### src/rtl/core/multi_channel_dma_address_engine_top_defines.svh
// Assertion macros for the DMA address engine.
`ifndef MULTI_CHANNEL_DMA_ADDRESS_ENGINE_TOP_DEFINES_SVH
`define MULTI_CHANNEL_DMA_ADDRESS_ENGINE_TOP_DEFINES_SVH
`ifndef NO_ASSERTIONS
`define DMA_ASSERT_IMPL(label, ante, cons) \
    label: assert property (@(posedge clk) disable iff (!rst_n) (ante) |-> (cons)) \
        else $error("dma assertion failed");
`define DMA_ASSERT_NEXT(label, ante, cons) \
    label: assert property (@(posedge clk) disable iff (!rst_n) (ante) |=> (cons)) \
        else $error("dma assertion failed");
`else
`define DMA_ASSERT_IMPL(label, ante, cons)
`define DMA_ASSERT_NEXT(label, ante, cons)
`endif
`endif

### src/rtl/core/mcdma_pkg.sv
// Package: shared types and constants of the DMA address engine.
`timescale 1ns / 1ps
`default_nettype none
package mcdma_pkg;
    localparam int NUM_CHANNELS_DEF = 8;
    localparam int QUEUE_DEPTH = 2;

    typedef enum logic [2:0] {
        FN_WR_SRC   = 3'd0,
        FN_WR_DST   = 3'd1,
        FN_WR_TOTAL = 3'd2,
        FN_WR_BLOCK = 3'd3,
        FN_WR_CTRL  = 3'd4,
        FN_DRQ_SET  = 3'd5,
        FN_DRQ_CLR  = 3'd6,
        FN_STEP     = 3'd7
    } func_t;

    typedef enum logic [1:0] {
        ST_NONE = 2'd0,
        ST_WORD = 2'd1,
        ST_SKIP = 2'd2
    } status_t;

    typedef struct packed {
        logic [2:0]  func;
        logic [2:0]  chan;
        logic [31:0] write_mask;
        logic [31:0] write_value;
        logic [4:0]  drq_type;
    } cmd_t;

    typedef struct packed {
        logic [1:0]  status;
        logic [31:0] src_addr;
        logic [31:0] dst_addr;
        logic [2:0]  xfer_channel;
        logic        block_end;
        logic        irq_raise;
        logic [7:0]  enabled_mask;
        logic [7:0]  pending_mask;
    } res_t;

    localparam logic [31:0] ADDR_MASK  = 32'hFFFF_FFFC;
    localparam logic [31:0] TOTAL_MASK = 32'h0FFF_FFFF;
    localparam logic [31:0] BLOCK_MASK = 32'h00FF_FFFF;
    localparam logic [31:0] CTRL_MASK  = 32'hFF0F_FFFF;
    localparam logic [31:0] FILL_BASE  = 32'h1000_2018;
    localparam logic [31:0] FILL_STEP  = 32'h0000_001C;
    localparam logic [24:0] BLOCK_MAX  = 25'h100_0000;
    localparam logic [31:0] PAIR_A     = 32'h0000_0140;
    localparam logic [31:0] PAIR_B     = 32'h0000_0600;
    localparam logic [4:0]  MODE_PAIR  = 5'h0F;

    function automatic logic [31:0] step_of(input logic [1:0] sel);
        logic [31:0] r;
        begin
            case (sel)
                2'd0:    r = 32'd4;
                2'd1:    r = 32'hFFFF_FFFC;
                default: r = 32'd0;
            endcase
            return r;
        end
    endfunction
endpackage
`default_nettype wire

### src/rtl/core/mcdma_front.sv
// Front: two-entry command queue.
`timescale 1ns / 1ps
`default_nettype none
module mcdma_front (
    input  wire               clk,
    input  wire               rst_n,
    input  wire               in_valid,
    output logic              in_ready,
    input  mcdma_pkg::cmd_t   in_cmd,
    output logic              q_valid,
    input  wire               q_ready,
    output mcdma_pkg::cmd_t   q_cmd
);
    import mcdma_pkg::*;

    cmd_t       mem_reg [QUEUE_DEPTH];
    logic       wp_reg, rp_reg;
    logic [1:0] cnt_reg;
    logic       push, pop;

    assign in_ready = (cnt_reg != 2'(QUEUE_DEPTH));
    assign q_valid  = (cnt_reg != 2'd0);
    assign q_cmd    = mem_reg[rp_reg];
    assign push     = in_valid && in_ready;
    assign pop      = q_valid && q_ready;

    always_ff @(posedge clk)
    begin
        if (push)
        begin
            mem_reg[wp_reg] <= in_cmd;
        end
    end

    always_ff @(posedge clk or negedge rst_n)
    begin
        if (!rst_n)
        begin
            wp_reg  <= 1'b0;
            rp_reg  <= 1'b0;
            cnt_reg <= 2'd0;
        end
        else
        begin
            if (push) wp_reg <= ~wp_reg;
            if (pop)  rp_reg <= ~rp_reg;
            cnt_reg <= cnt_reg + 2'(push) - 2'(pop);
        end
    end
endmodule
`default_nettype wire

### config.mk
export PLATFORM = sky130hd
export DESIGN_NAME = mcdma_front
export DESIGN_NICKNAME = d
export VERILOG_FILES = /design/src/rtl/core/multi_channel_dma_address_engine_top_defines.svh /design/src/rtl/core/mcdma_pkg.sv /design/src/rtl/core/mcdma_front.sv
export SDC_FILE = /design/constraint.sdc
export NUM_CORES = 1
export LEC_CHECK = 0
export ABC_AREA = 0
export BUFFER_PORTS_ARGS = -buffer_cell sky130_fd_sc_hd__buf_4
export CAP_MARGIN = 10
export CORE_MARGIN = 1
export CORE_UTILIZATION = 25
export DETAILED_ROUTE_END_ITERATION = 10
export SLEW_MARGIN = 5
export SYNTH_ARGS = -nofsm -noshare
export SYNTH_HDL_FRONTEND = slang
export SYNTH_SLANG_ARGS = --single-unit
### constraint.sdc
create_clock -name clk -period 4.9 [get_ports clk]
set_input_delay 0.49 -clock clk [delete_from_list [all_inputs] [get_ports clk]]
set_output_delay 0.49 -clock clk [all_outputs]
set_load 0.005 [all_outputs]
==> impl_metrics.sql <==
INSERT INTO impl_metrics (metric_group, metric, value, unit) VALUES
('outcome', 'outcome', 'complete, no violations', ''),
('global_route', 'grt_first_pass_wirelength', '17.1', 'mm'),
('clock_network', 'cts_root_buffer', 'clkbuf_16', ''),
('drt', 'avgRoutedWirePerCell', '15.4', 'µm'),
('final_layout', 'mostFrequentLayoutCell', 'buf_4', ''),
('floorplanning', 'total_die_area', '23700', 'µm²'),
('clock_network', 'path_clk_slew', '0.06', 'ns'),
('sta', 'fin_worst_skew', '0.0132', 'ns'),
('sta', 'report.final.setup_viol', '0', ''),
('yosys', 'netlist_instances', '250', ''),
('critical_path', 'worst-path-max-fanout', '45', ''),
('floorplanning', 'design.portCount', '156', ''),
('yosys', 'post_synth.cell_area_avg', '23.1', 'µm²'),
('critical_path', 'required', '4.41', 'ns'),
('yosys', 'synth-seq-area-share', '79.9', '%'),
('sta', 'fin_crit_sh', '61.4', '%'),
('clock_network', 'worstSkewPairLatency', '0.41', 'ns'),
('critical_path', 'path_class', 'register to output port', ''),
('critical_path', 'worstSetupStartpointType', 'register', ''),
('yosys', 'netlist-cell-type-count', '17', ''),
('floorplanning', 'die_y', '154', 'µm'),
('final_layout', 'mostFrequentLayoutCells', '156 x buf_4, 150 x edfxtp_1, 40 x mux2_4', ''),
('final_layout', 'num_antenna_cells', '0', ''),
('drt', 'initialDrtViolationCount', '64', ''),
('power_and_ir_drop', 'power', '4.44', 'mW'),
('global_route', 'antenna_found_initial', '0', ''),
('critical_path', 'reg2reg_setup_slack', '2.65', 'ns'),
('power_and_ir_drop', 'total_leakage_power', '2.95', 'nW'),
('yosys', 'netlist.area_leader.share', '78.2', '%'),
('sta', 'maxSlewViolCount', '0', ''),
('sta', 'holdWs', '0.254', 'ns'),
('floorplanning', 'fp.dieW', '154', 'µm'),
('yosys', 'synth-seq-cells', '154', ''),
('drt', 'drt_first_pass_iters', '4', ''),
('placed_design', 'numPortBuffers', '155', ''),
('clock_network', 'cts_made_buffers', '17', ''),
('global_route', 'grt_max_degree', '76', ''),
('floorplanning', 'fp.coreArea', '22600', 'µm²'),
('sta', 'period_needed', '3.01', 'ns'),
('yosys', 'ys_warn_count', '0', ''),
('floorplanning', 'start_util', '25.5', '%'),
('yosys', 'synth.top_cells.by_area', 'edfxtp_1 78%, mux2_4 10%, mux2_2 6.8%', ''),
('min_path', 'hp-class', 'primary input to register', ''),
('sta', 'slew_headroom', '25.6', '%'),
('clock_network', 'clock_path_buffers', '2', ''),
('final_layout', 'area_of_the_multi_input_gates', '1100', 'µm²'),
('drt', 'drt-total-wl', '11.0', 'mm'),
('yosys', 'synth_area', '5760', 'µm²'),
('flow_run', 'max_cap_violations', '0', ''),
('final_layout', 'seq_area', '4610', 'µm²'),
('placed_design', 'detail_placement_hpwl', '7.22', 'mm'),
('yosys', 'post-synth-top-area-cell', 'edfxtp_1', ''),
('power_and_ir_drop', 'ir_drop', '0.268', 'mV'),
('final_layout', 'syn_to_final_growth', '35.1', '%'),
('drt', 'detailroute.via_count', '2863', ''),
('yosys', 'syn_nets', '331', ''),
('global_route', 'gr-usage-all-layers', '9.77', '%'),
('sta', 'fmax', '333', 'MHz'),
('final_layout', 'fillerInstances', '2151', ''),
('final_layout', 'fin_util', '34.4', '%'),
('sta', 'rsz_0062_raised_after_global_routing', 'no', ''),
('final_layout', 'share_of_layout_cells_above_drive_strength_1', '60.6', '%'),
('clock_network', 'clock_h_tree_levels', '4', ''),
('power_and_ir_drop', 'powerDensity', '570', 'nW/µm²'),
('global_route', 'first_global_vias', '3214', ''),
('floorplanning', 'floorplan.rows', '55', ''),
('clock_network', 'clock_sinks', '154', ''),
('final_layout', 'fin_nets', '500', ''),
('global_route', 'globalRouteOverflowTotal', '0', ''),
('critical_path', 'element_type_at_the_critical_path_end', 'output port', ''),
('drt', 'drtAntennaViolNets', '0', ''),
('clock_network', 'clock_tree_from_tritoncts', 'done', ''),
('sta', 'setup_tns_after_final_layout', '0', 'ns'),
('drt', 'remaining_drc_errors', '0', ''),
('drt', 'via_per_inst', '3.99', ''),
('final_layout', 'largest_reg_flops', '150', ''),
('placed_design', 'gp_congestion', '0.686', ''),
('critical_path', 'cp.arrival', '2.52', 'ns'),
('sta', 'hold_viol', '0', ''),
('sta', 'worst_slew_pin_slew', '1.11', 'ns');
-- power by group --
group / total (mW) / internal [mW] / leakage [nW] / switching [mW]
registers: 1.97 / 1.81 / 1.44 / 0.158
logic: 1.32 / 0.799 / 1.27 / 0.520
clock network: 1.15 / 0.645 / 0.241 / 0.510
-- per-stage QoR --
step,area (µm²),instances,worst slack (ns)
after floorplan,5760,250,0.647
after global placement,7260,684,2.33
after detailed placement,7260,684,2.30
after CTS,7780,717,1.84
after global routing,7780,717,1.75
final,7780,717,1.89
-- final cells by class --
cell class	count	area share, %
Clock buffer	21	5.66
Clock inverter	11	0.964
Inverter	1	0.0482
Multi-Input combinational cell	87	14.1
Sequential cell	154	59.2
Tap cell	285	4.58
Timing Repair Buffer	158	15.4
-- layer usage --
| layer | up-vias | track usage [%] | share of wire, % |
|---|---|---|---|
| met2 | 109 | 16.2 | 50 |
| li1 | 1327 | - | - |
| met3 | 9 | 3.86 | 6.5 |
| met1 | 1418 | 11.1 | 43 |
| met5 | - | 0 | 0 |
| met4 | 0 | 4.29 | 1.2 |
-- cell families (layout without fill, tap and decap cells) --
family | after synthesis | in the layout | synth area share, %
xor gates and xnor gates | 4 | 4 | 0.608
adders and majority gates | 2 | 2 | 0.434
buffers and inverters | 9 | 191 | 1.24
DFF | 154 | 154 | 79.9
muxes | 75 | 75 | 17.3
and+or+nand+nor | 6 | 6 | 0.565
-- cells in the mapped netlist --
cell and n:
or2_1 1, and2_1 1, dfrtp_1 4, mux2_4 40, and3_1 1, buf_6 4
nand2b_1 1, xnor2_1 3, edfxtp_1 150, nand2_1 1, buf_4 1, buf_2 3
ha_1 2, xor2_1 1, inv_1 1, nor2_1 1, mux2_2 35
-- worst max-delay path, stage by stage, from the launching register on --
cell and delay (ns):
dfrtp_4 0.86, buf_4 0.59, mux2_2 0.40, buf_4 0.13
-- path summary, 6_finish.rpt --
check	from	depth (start not counted)	end
setup / recovery	rp_reg	3	q_cmd[2]
setup reg to reg	cnt_reg[1]	4	mem_reg[0][70]
min in group asynchronous	rst_n	2	cnt_reg[0]
hold reg to reg	cnt_reg[0]	1	cnt_reg[0]
hold / removal	in_cmd[19]	1	mem_reg[0][19]
max in group asynchronous	rst_n	2	rp_reg
-- timing repair --
item,CTS,global route
hold endpoints to repair,4,0
setup buffers,0,0
resized for setup,0,0
hold buffers,1,0
Note: power is estimated with default switching activity, not from simulation.
